$ cat src/rtl/iowm_pkg.sv
`timescale 1ns / 1ps
// Package for the I2C display write master: phase codes, register indexes,
// register reset values and the result record. No dependencies.
package iowm_pkg;

  localparam int unsigned CfgIndexWidth = 2;
  localparam int unsigned CfgDataWidth  = 10;
  localparam int unsigned PollWidth     = 10;

  typedef enum logic [CfgIndexWidth-1:0] {
    CFG_DEVICE_ADDRESS  = 2'd0,
    CFG_COMMAND_CONTROL = 2'd1,
    CFG_DATA_CONTROL    = 2'd2,
    CFG_ACK_POLL_LIMIT  = 2'd3
  } cfg_index_t;

  localparam logic [7:0]           DeviceAddressReset  = 8'h78;
  localparam logic [7:0]           CommandControlReset = 8'h00;
  localparam logic [7:0]           DataControlReset    = 8'h40;
  localparam logic [PollWidth-1:0] AckPollLimitReset   = 10'd250;
  localparam logic [1:0]           NackMax             = 2'd3;

  // Phase says what the next tick does.
  typedef enum logic [9:0] {
    PH_IDLE   = 10'b00_0000_0001,
    PH_ST2    = 10'b00_0000_0010,
    PH_ST3    = 10'b00_0000_0100,
    PH_BITLO  = 10'b00_0000_1000,
    PH_BITHI  = 10'b00_0001_0000,
    PH_ACKREL = 10'b00_0010_0000,
    PH_POLL   = 10'b00_0100_0000,
    PH_NEXT   = 10'b00_1000_0000,
    PH_NSTOP2 = 10'b01_0000_0000,
    PH_FSTOP2 = 10'b10_0000_0000
  } phase_t;

  typedef struct packed {
    logic       scl_level;
    logic       sda_level;
    logic       sda_drive_on;
    logic       busy_res;
    logic       done_res;
    logic [1:0] missed_acks;
  } result_t;

endpackage

$ cat src/rtl/iowm_if.sv
`timescale 1ns / 1ps
// Valid/ready channels for tick/request items and line-level results.
// Depends on nothing.
interface iowm_in_if;
  logic       valid;
  logic       ready;
  logic       op;
  logic       is_data;
  logic [7:0] payload;
  logic       sda_sense;

  modport source (output valid, op, is_data, payload, sda_sense, input ready);
  modport sink   (input valid, op, is_data, payload, sda_sense, output ready);
endinterface

interface iowm_out_if;
  logic       valid;
  logic       ready;
  logic       scl_level;
  logic       sda_level;
  logic       sda_drive_on;
  logic       busy_res;
  logic       done_res;
  logic [1:0] missed_acks;

  modport source (output valid, scl_level, sda_level, sda_drive_on, busy_res,
                  done_res, missed_acks, input ready);
  modport sink   (input valid, scl_level, sda_level, sda_drive_on, busy_res,
                  done_res, missed_acks, output ready);
endinterface

$ cat src/rtl/iowm_seq.sv
`timescale 1ns / 1ps
// Line-level write sequencer: configuration registers, sequence state and
// the per-item next-state logic. Depends on iowm_pkg.
module iowm_seq (
  input  logic                                  clk,
  input  logic                                  rst,
  input  logic                                  cfg_we,
  input  logic [iowm_pkg::CfgIndexWidth-1:0]    cfg_index,
  input  logic [iowm_pkg::CfgDataWidth-1:0]     cfg_data,
  input  logic                                  step,
  input  logic                                  op,
  input  logic                                  is_data,
  input  logic [7:0]                            payload,
  input  logic                                  sda_sense,
  output iowm_pkg::result_t                     result
);

  logic [7:0]                     device_address;
  logic [7:0]                     command_control;
  logic [7:0]                     data_control;
  logic [iowm_pkg::PollWidth-1:0] ack_poll_limit;

  iowm_pkg::phase_t               phase, phase_next;
  logic [2:0]                     bit_index, bit_index_next;
  logic [1:0]                     byte_index, byte_index_next;
  logic [7:0]                     shift_byte, shift_byte_next;
  logic [iowm_pkg::PollWidth-1:0] poll_count, poll_count_next;
  logic [1:0]                     nack_total, nack_total_next;
  logic [7:0]                     payload_hold, payload_hold_next;
  logic                           kind_hold, kind_hold_next;
  logic                           scl, scl_next;
  logic                           sda, sda_next;
  logic                           drive, drive_next;
  logic                           done;

  always_ff @(posedge clk) begin
    if (rst) begin
      device_address  <= iowm_pkg::DeviceAddressReset;
      command_control <= iowm_pkg::CommandControlReset;
      data_control    <= iowm_pkg::DataControlReset;
      ack_poll_limit  <= iowm_pkg::AckPollLimitReset;
    end else if (cfg_we) begin
      unique case (iowm_pkg::cfg_index_t'(cfg_index))
        iowm_pkg::CFG_DEVICE_ADDRESS:  device_address  <= cfg_data[7:0];
        iowm_pkg::CFG_COMMAND_CONTROL: command_control <= cfg_data[7:0];
        iowm_pkg::CFG_DATA_CONTROL:    data_control    <= cfg_data[7:0];
        iowm_pkg::CFG_ACK_POLL_LIMIT:  ack_poll_limit  <= cfg_data;
        default: ;
      endcase
    end
  end

  always_comb begin
    phase_next        = phase;
    bit_index_next    = bit_index;
    byte_index_next   = byte_index;
    shift_byte_next   = shift_byte;
    poll_count_next   = poll_count;
    nack_total_next   = nack_total;
    payload_hold_next = payload_hold;
    kind_hold_next    = kind_hold;
    scl_next          = scl;
    sda_next          = sda;
    drive_next        = drive;
    done              = 1'b0;
    if (op) begin
      // Requests while busy are dropped without effect.
      if (phase == iowm_pkg::PH_IDLE) begin
        payload_hold_next = payload;
        kind_hold_next    = is_data;
        nack_total_next   = 2'd0;
        byte_index_next   = 2'd0;
        bit_index_next    = 3'd0;
        poll_count_next   = '0;
        shift_byte_next   = device_address;
        scl_next          = 1'b1;
        sda_next          = 1'b1;
        drive_next        = 1'b1;
        phase_next        = iowm_pkg::PH_ST2;
      end
    end else begin
      unique case (phase)
        iowm_pkg::PH_IDLE: ;
        iowm_pkg::PH_ST2: begin
          sda_next   = 1'b0;
          scl_next   = 1'b1;
          drive_next = 1'b1;
          phase_next = iowm_pkg::PH_ST3;
        end
        iowm_pkg::PH_ST3: begin
          scl_next   = 1'b0;
          sda_next   = 1'b0;
          drive_next = 1'b1;
          phase_next = iowm_pkg::PH_BITLO;
        end
        iowm_pkg::PH_BITLO: begin
          scl_next   = 1'b0;
          drive_next = 1'b1;
          phase_next = iowm_pkg::PH_BITHI;
        end
        iowm_pkg::PH_BITHI: begin
          scl_next        = 1'b1;
          sda_next        = shift_byte[7];
          drive_next      = 1'b1;
          shift_byte_next = {shift_byte[6:0], 1'b0};
          bit_index_next  = bit_index + 3'd1;
          phase_next      = (bit_index == 3'd7) ? iowm_pkg::PH_ACKREL
                                                : iowm_pkg::PH_BITLO;
        end
        iowm_pkg::PH_ACKREL: begin
          scl_next        = 1'b1;
          drive_next      = 1'b0;
          poll_count_next = '0;
          phase_next      = iowm_pkg::PH_POLL;
        end
        iowm_pkg::PH_POLL: begin
          if (!sda_sense) begin
            scl_next   = 1'b0;
            drive_next = 1'b0;
            phase_next = iowm_pkg::PH_NEXT;
          end else if (poll_count >= ack_poll_limit) begin
            if (nack_total != iowm_pkg::NackMax) begin
              nack_total_next = nack_total + 2'd1;
            end
            scl_next   = 1'b1;
            sda_next   = 1'b0;
            drive_next = 1'b1;
            phase_next = iowm_pkg::PH_NSTOP2;
          end else begin
            poll_count_next = poll_count + 1'b1;
          end
        end
        iowm_pkg::PH_NSTOP2: begin
          scl_next   = 1'b1;
          sda_next   = 1'b1;
          drive_next = 1'b1;
          phase_next = iowm_pkg::PH_NEXT;
        end
        iowm_pkg::PH_NEXT: begin
          byte_index_next = byte_index + 2'd1;
          if (byte_index == 2'd0 || byte_index == 2'd1) begin
            shift_byte_next = (byte_index == 2'd0)
                              ? (kind_hold ? data_control : command_control)
                              : payload_hold;
            bit_index_next  = 3'd0;
            scl_next        = 1'b0;
            drive_next      = 1'b1;
            phase_next      = iowm_pkg::PH_BITHI;
          end else begin
            scl_next   = 1'b1;
            sda_next   = 1'b0;
            drive_next = 1'b1;
            phase_next = iowm_pkg::PH_FSTOP2;
          end
        end
        iowm_pkg::PH_FSTOP2: begin
          scl_next   = 1'b1;
          sda_next   = 1'b1;
          drive_next = 1'b1;
          done       = 1'b1;
          phase_next = iowm_pkg::PH_IDLE;
        end
        default: phase_next = iowm_pkg::PH_IDLE;
      endcase
    end
  end

  always_ff @(posedge clk) begin
    if (rst) begin
      phase      <= iowm_pkg::PH_IDLE;
      bit_index  <= 3'd0;
      byte_index <= 2'd0;
      poll_count <= '0;
      nack_total <= 2'd0;
      scl        <= 1'b1;
      sda        <= 1'b1;
      drive      <= 1'b1;
    end else if (step) begin
      phase      <= phase_next;
      bit_index  <= bit_index_next;
      byte_index <= byte_index_next;
      poll_count <= poll_count_next;
      nack_total <= nack_total_next;
      scl        <= scl_next;
      sda        <= sda_next;
      drive      <= drive_next;
    end
  end

  always_ff @(posedge clk) begin
    if (step) begin
      shift_byte   <= shift_byte_next;
      payload_hold <= payload_hold_next;
      kind_hold    <= kind_hold_next;
    end
  end

  always_comb begin
    result.scl_level    = scl_next;
    result.sda_level    = sda_next;
    result.sda_drive_on = drive_next;
    result.busy_res     = (phase_next != iowm_pkg::PH_IDLE);
    result.done_res     = done;
    result.missed_acks  = nack_total_next;
  end

endmodule

$ cat src/rtl/iowm_skid.sv
`timescale 1ns / 1ps
// Two-entry output buffer for result records: a main register and a skid
// register, so input is taken while one result waits. Depends on iowm_pkg.
module iowm_skid (
  input  logic              clk,
  input  logic              rst,
  input  logic              push,
  input  iowm_pkg::result_t push_data,
  output logic              space,
  output logic              main_valid,
  output iowm_pkg::result_t main_data,
  input  logic              pop_ready
);

  logic              side_valid;
  iowm_pkg::result_t side_data;
  logic              pop;

  assign space = !side_valid;
  assign pop   = main_valid && pop_ready;

  always_ff @(posedge clk) begin
    if (rst) begin
      main_valid <= 1'b0;
      side_valid <= 1'b0;
    end else begin
      if (pop) begin
        if (side_valid) begin
          main_data  <= side_data;
          side_valid <= 1'b0;
        end else if (push) begin
          main_data <= push_data;
        end else begin
          main_valid <= 1'b0;
        end
      end else if (push) begin
        if (main_valid) begin
          side_data  <= push_data;
          side_valid <= 1'b1;
        end else begin
          main_data  <= push_data;
          main_valid <= 1'b1;
        end
      end
    end
  end

endmodule

$ cat src/rtl/i2c_oled_write_master.sv
`timescale 1ns / 1ps
// Top level of the I2C display write master: sequencer plus output buffer.
// Depends on iowm_pkg, iowm_if, iowm_seq and iowm_skid.
//
// Usage:
//   in_ch carries one item per transfer: a tick (op = 0), which is one
//   half-bit slot or one acknowledge poll using sda_sense, or a write request
//   (op = 1) with is_data and payload. Every item yields exactly one result
//   on out_ch: the SCL/SDA levels and SDA drive after that item, busy, a
//   one-item done pulse at the end of the final stop, and missed acks.
//   Each result is registered in the output buffer when its input transfers.
//   Throughput: one item per clock while the buffer has room; the state update
//   is a single pass of next-state logic between the sequence registers.
//   A stalled receiver is absorbed by a two-entry output buffer: input is
//   still taken while one result waits, and ready drops only when both
//   entries are full, resuming the cycle after the receiver takes one.
//   Configuration: cfg_we/cfg_index/cfg_data write one register per cycle;
//   write only while idle. Index 0 device address, 1 command control byte,
//   2 data control byte, 3 acknowledge poll limit.
//   Reset (rst, synchronous): registers to their defaults, sequencer idle
//   with SCL high, SDA high and driven, nack count zero, buffer empty.
module i2c_oled_write_master_core (
  input  logic                               clk,
  input  logic                               rst,
  input  logic                               cfg_we,
  input  logic [iowm_pkg::CfgIndexWidth-1:0] cfg_index,
  input  logic [iowm_pkg::CfgDataWidth-1:0]  cfg_data,
  iowm_in_if.sink                            in_ch,
  iowm_out_if.source                         out_ch
);

  logic              step;
  logic              space;
  iowm_pkg::result_t seq_result;
  iowm_pkg::result_t out_result;

  // Take an item whenever the buffer has room.
  assign in_ch.ready = space;
  assign step        = in_ch.valid && space;

  iowm_seq u_seq (
    .clk       (clk),
    .rst       (rst),
    .cfg_we    (cfg_we),
    .cfg_index (cfg_index),
    .cfg_data  (cfg_data),
    .step      (step),
    .op        (in_ch.op),
    .is_data   (in_ch.is_data),
    .payload   (in_ch.payload),
    .sda_sense (in_ch.sda_sense),
    .result    (seq_result)
  );

  iowm_skid u_skid (
    .clk        (clk),
    .rst        (rst),
    .push       (step),
    .push_data  (seq_result),
    .space      (space),
    .main_valid (out_ch.valid),
    .main_data  (out_result),
    .pop_ready  (out_ch.ready)
  );

  assign out_ch.scl_level    = out_result.scl_level;
  assign out_ch.sda_level    = out_result.sda_level;
  assign out_ch.sda_drive_on = out_result.sda_drive_on;
  assign out_ch.busy_res     = out_result.busy_res;
  assign out_ch.done_res     = out_result.done_res;
  assign out_ch.missed_acks  = out_result.missed_acks;

  // Done closes the write, so the sequencer is idle on that result.
  a_done_not_busy: assert property (@(posedge clk) disable iff (rst)
    out_ch.valid && out_ch.done_res |-> !out_ch.busy_res)
    else $error("done result still reports busy");

  // SDA is only released inside an acknowledge wait of a running write.
  a_release_busy: assert property (@(posedge clk) disable iff (rst)
    out_ch.valid && !out_ch.sda_drive_on |-> out_ch.busy_res)
    else $error("SDA released while idle");

  // Input stalls only when the buffer holds a waiting result.
  a_stall_full: assert property (@(posedge clk) disable iff (rst)
    !in_ch.ready |-> out_ch.valid)
    else $error("input stalled with empty output");

  // A done pulse comes with SCL and SDA both high and driven.
  a_done_lines: assert property (@(posedge clk) disable iff (rst)
    out_ch.valid && out_ch.done_res |->
      out_ch.scl_level && out_ch.sda_level && out_ch.sda_drive_on)
    else $error("done without stop line levels");

endmodule

$ cat src/flat_wrapper.sv
// flat-port wrapper written by rule: the top's interface ports become plain ports
module i2c_oled_write_master_core_flat 
  (clk, rst, cfg_we, cfg_index, cfg_data, in_ch_valid, in_ch_op, in_ch_is_data, in_ch_payload, in_ch_sda_sense, in_ch_ready, out_ch_valid, out_ch_scl_level, out_ch_sda_level, out_ch_sda_drive_on, out_ch_busy_res, out_ch_done_res, out_ch_missed_acks, out_ch_ready);
  iowm_in_if in_ch_i ();
  iowm_out_if out_ch_i ();
  input  logic clk;
  input  logic rst;
  input  logic cfg_we;
  input  logic [iowm_pkg::CfgIndexWidth-1:0] cfg_index;
  input  logic [iowm_pkg::CfgDataWidth-1:0] cfg_data;
  input wire logic [$bits(in_ch_i.valid)-1:0] in_ch_valid;
  input wire logic [$bits(in_ch_i.op)-1:0] in_ch_op;
  input wire logic [$bits(in_ch_i.is_data)-1:0] in_ch_is_data;
  input wire logic [$bits(in_ch_i.payload)-1:0] in_ch_payload;
  input wire logic [$bits(in_ch_i.sda_sense)-1:0] in_ch_sda_sense;
  output wire logic [$bits(in_ch_i.ready)-1:0] in_ch_ready;
  output wire logic [$bits(out_ch_i.valid)-1:0] out_ch_valid;
  output wire logic [$bits(out_ch_i.scl_level)-1:0] out_ch_scl_level;
  output wire logic [$bits(out_ch_i.sda_level)-1:0] out_ch_sda_level;
  output wire logic [$bits(out_ch_i.sda_drive_on)-1:0] out_ch_sda_drive_on;
  output wire logic [$bits(out_ch_i.busy_res)-1:0] out_ch_busy_res;
  output wire logic [$bits(out_ch_i.done_res)-1:0] out_ch_done_res;
  output wire logic [$bits(out_ch_i.missed_acks)-1:0] out_ch_missed_acks;
  input wire logic [$bits(out_ch_i.ready)-1:0] out_ch_ready;
  assign in_ch_i.valid = in_ch_valid;
  assign in_ch_i.op = in_ch_op;
  assign in_ch_i.is_data = in_ch_is_data;
  assign in_ch_i.payload = in_ch_payload;
  assign in_ch_i.sda_sense = in_ch_sda_sense;
  assign in_ch_ready = in_ch_i.ready;
  assign out_ch_valid = out_ch_i.valid;
  assign out_ch_scl_level = out_ch_i.scl_level;
  assign out_ch_sda_level = out_ch_i.sda_level;
  assign out_ch_sda_drive_on = out_ch_i.sda_drive_on;
  assign out_ch_busy_res = out_ch_i.busy_res;
  assign out_ch_done_res = out_ch_i.done_res;
  assign out_ch_missed_acks = out_ch_i.missed_acks;
  assign out_ch_i.ready = out_ch_ready;
  i2c_oled_write_master_core u_core (.clk(clk), .rst(rst), .cfg_we(cfg_we), .cfg_index(cfg_index), .cfg_data(cfg_data), .in_ch(in_ch_i), .out_ch(out_ch_i));
endmodule
$ cat config.mk
export PLATFORM = sky130hd
export DESIGN_NAME = i2c_oled_write_master_core_flat
export DESIGN_NICKNAME = d
export VERILOG_FILES = /design/src/rtl/iowm_pkg.sv /design/src/rtl/iowm_if.sv /design/src/rtl/iowm_seq.sv /design/src/rtl/iowm_skid.sv /design/src/rtl/i2c_oled_write_master.sv /design/src/flat_wrapper.sv
export SDC_FILE = /design/constraint.sdc
export NUM_CORES = 1
export LEC_CHECK = 0
export BUFFER_PORTS_ARGS = -buffer_cell sky130_fd_sc_hd__clkbuf_2
export CAP_MARGIN = 30
export CORE_UTILIZATION = 43
export CTS_BUF_LIST = sky130_fd_sc_hd__clkbuf_8 sky130_fd_sc_hd__clkbuf_16
export DETAILED_ROUTE_END_ITERATION = 8
export PLACE_DENSITY = 0.61
export SLEW_MARGIN = 40
export SYNTH_ARGS = -nofsm -noshare
export SYNTH_HDL_FRONTEND = slang
export SYNTH_HIERARCHICAL = 1
export SYNTH_SLANG_ARGS = --single-unit
$ cat constraint.sdc
create_clock -name clk -period 2.65 [get_ports clk]
set_clock_uncertainty 0.1 [all_clocks]
set_input_delay 0.265 -clock clk [delete_from_list [all_inputs] [get_ports clk]]
set_output_delay 0.265 -clock clk [all_outputs]
set_load 0.03 [all_outputs]
==> flow_summary.toml <==
[logic_synthesis]
post_synth_instance_area_sq_um = 4987
syn_inst = 544
synthesis.area_per_instance_sq_um = 9.168
synth_edf_count = 31
ys_types = 62
synthesis.nets = 587
async_flop_share = 0
synth_flop_cell = "dfxtp_1"
yosysWarningCount = 6
post_synthesis_sequential_area_ratio = 0.4516
synth.ff_latch_count = 97

[drt]
dr.pass1.iters = 6
drtIter0Drc = 237
routed_wirelength_microns = 12200
total_via_count_in_the_routed_design = 4237
routed_wire_length_per_instance_microns = 16.33
remaining_drc_errors = 0
ant_nets = 0
viasPerCell = 5.672

[finish]
drive_gt1_frac = 0.2241
layout.cells.most_common_list = "63 x dfxtp_1, 60 x nand2_1, 53 x nor2_1"
final_common_cell = "dfxtp_1"
post-route-util = 0.5403
final_nets = 645
syn2layout_area_growth_pct = 20.02
antenna_cell_count = 0

[grt]
maximum_number_of_pins_on_one_net_before_global_route_repair = 29
first_global_vias = 4036
globalRouteOverflowTotal = 0
globalRouteTotalUtil = 0.2197
antenna_found_initial = 0
grt_pass1_wl_microns = 19980

[status]
outcome = "complete, no violations"

[die]
core_area_sq_um = 11080
die_h_microns = 109.7
chipWidth_microns = 109.7
dieArea_sq_um = 12030
floorplan.initialDensity = 0.4502
number_of_primary_i_o_pins = 37
placement_rows = 38

[critical_path]
worst_ep_arrival_time_ps = 2550
cp-end-kind = "flip-flop"
worst-path-max-fanout = 11
timing_worst_setup_path_type = "flip-flop to flip-flop"
worstPathRequired_ps = 2660
setup.worst_path.start_class = "flip-flop"

[clock_network]
clkLatencyLatePin_ps = 350
clock_sinks = 97
cts_buffers = 9
htree_levels = 3
root_buffer = "clkbuf_16"
cts_tree = "done"
clk_pin_slew_worst_paths_ps = 70
cts-root-to-sink-buffers = 2

[sta]
min_period_over_period = 0.9584
final_hold_viol_count = 0
hold_slack_ps = 34.14
relSlewSlack = 0.6151
post_layout_min_period_ps = 2540
worst-slew-pin-transition_ps = 575.6
drv_slew = 0
count_of_endpoints_failing_setup_in_the_final_report = 0
fmaxAchievable_ghz = 0.3938

[run]
drv.max_cap_violation_count = 0

[power]
overall_power_of_the_completed_layout_mw = 3.343
powerDensity_nw_per_um2 = 558.6
p_leak_nw = 2.286
peakVddDrop_v = 0.0003199

[placed_design]
io_buffers = 36
hpwl_microns = 8724
globalplace.congestion = 0.9148

[worst_hold_path]
worstHoldPathType = "input pin to flip-flop"
cell usage after synthesis, types with 3 or more instances:
library cell	count	area, sq um
nor2b_1	3	18.77
buf_4	4	30.03
o211ai_1	8	60.06
o31ai_1	7	52.55
a21oi_1	39	195.2
nand3_1	16	80.08
and2_1	4	25.02
o21ai_0	24	120.1
xnor2_1	4	35.03
buf_2	4	20.02
nand4_1	6	37.54
nor3_1	12	60.06
mux2i_1	25	250.2
buf_1	5	18.77
clkbuf_1	23	86.33
nor4_1	5	31.28
a22oi_1	3	22.52
nand2_1	60	225.2
inv_1	25	93.84
nor3b_1	3	22.52
dfxtp_1	66	1321
or3_1	6	37.54
or4_1	8	60.06
a211oi_1	16	120.1
nor4_2	3	37.54
a31oi_1	9	56.30
nand2b_1	3	18.77
a32oi_1	4	35.03
mux2_2	7	78.83
nor2_1	53	198.9
ha_1	15	187.7
edfxtp_1	31	930.9
through the flow:
step	setup WS (ps)	cell area (sq um)	TNS, ps	cells
after detailed placement	-66.41	5484	-66.41	721
final	110.4	5986	0	747
after global placement	-65.06	5484	-65.06	721
after floorplan	11.92	5014	0	544
after global routing	-16.20	5986	-34.08	747
after CTS	69.32	5917	0	746
area by class of cell:
cell class | count | area [sq um]
multi-input cells | 384 | 2564
clock inverters | 3 | 23.77
well taps | 140 | 175.2
inverters | 25 | 93.84
flip-flops and latches | 97 | 2256
clock buffers | 13 | 302.8
repair buffers | 85 | 570.5
fillers | 1040 | 5092
registers in the layout, summed over array words and instances, names as in the netlist, 2 cells and up:
signal                        flops
u_core/u_skid/side_data           7
u_core/u_seq/bit_index            3
u_core/u_seq/shift_byte           8
u_core/u_skid/main_data           7
u_core/u_seq/nack_total           2
u_core/u_seq/poll_count          10
u_core/u_seq/data_control         8
u_core/u_seq/ack_poll_limit      10
u_core/u_seq/payload_hold         8
u_core/u_seq/command_control      8
u_core/u_seq/device_address       8
u_core/u_seq/phase               10
u_core/u_seq/byte_index           2
kinds of logic (layout without fill, tap and decap cells):
| logic type | after synthesis | count (layout) | synth area share |
|---|---|---|---|
| compound gates | 129 | 129 | 0.1721 |
| flops | 97 | 97 | 0.4516 |
| simple gates | 203 | 203 | 0.2095 |
| buf+inv | 63 | 126 | 0.05444 |
| fa+ha+maj | 15 | 15 | 0.03763 |
| mux | 32 | 32 | 0.06598 |
| xor+xnor | 5 | 5 | 0.008780 |
worst paths after layout:
| check | slack, ps | to | startpoint | depth (start not counted) |
|---|---|---|---|---|
| worst min register to register | 360 | u_core/u_seq/data_control[0] | u_core/u_seq/data_control[0] | 2 |
| worst max-delay path | 110 | u_core/u_skid/main_data[6] | u_core/u_seq/phase[9] | 9 |
| worst max register to register | 110 | u_core/u_skid/main_data[6] | u_core/u_seq/phase[9] | 9 |
| worst min-delay path | 30 | u_core/u_seq/ack_poll_limit[8] | cfg_data[8] | 3 |
routing by layer:
layer	routed length (microns)	vias up	share of wire	global-route usage
li1	-	2100	-	-
met1	5838	2014	0.48	0.2961
met2	5549	104	0.45	0.3414
met3	538	19	0.044	0.04209
met4	272	0	0.022	0.09810
met5	0	-	0	0
what timing repair did:
| item | 4_1_cts | 5_1_grt |
|---|---|---|
| endpoints found under the setup margin | 1 | 9 |
| hold buffers | 9 | 0 |
| pin swaps | 0 | 2 |
| setup buffers | 0 | 1 |
| gates resized for setup | 3 | 14 |
| hold endpoints to repair | 9 | 0 |
critical path: stages (launching register included):
cell and delay (ps):
dfxtp_1 320, buf_4 180, nor4_1 290, buf_4 190, nand3_1 140, o21ai_0 210
a21boi_0 130, nor4_2 340, inv_1 110, mux2_2 270
where the power goes:
| part | switching (mW) | total (mW) | internal (mW) | leakage [nW] |
|---|---|---|---|---|
| Combinational | 0.202 | 0.341 | 0.139 | 1.32 |
| Sequential | 0.0297 | 1.61 | 1.58 | 0.806 |
| Clock | 0.583 | 1.39 | 0.808 | 0.163 |
(Power assumes the default switching activity.)
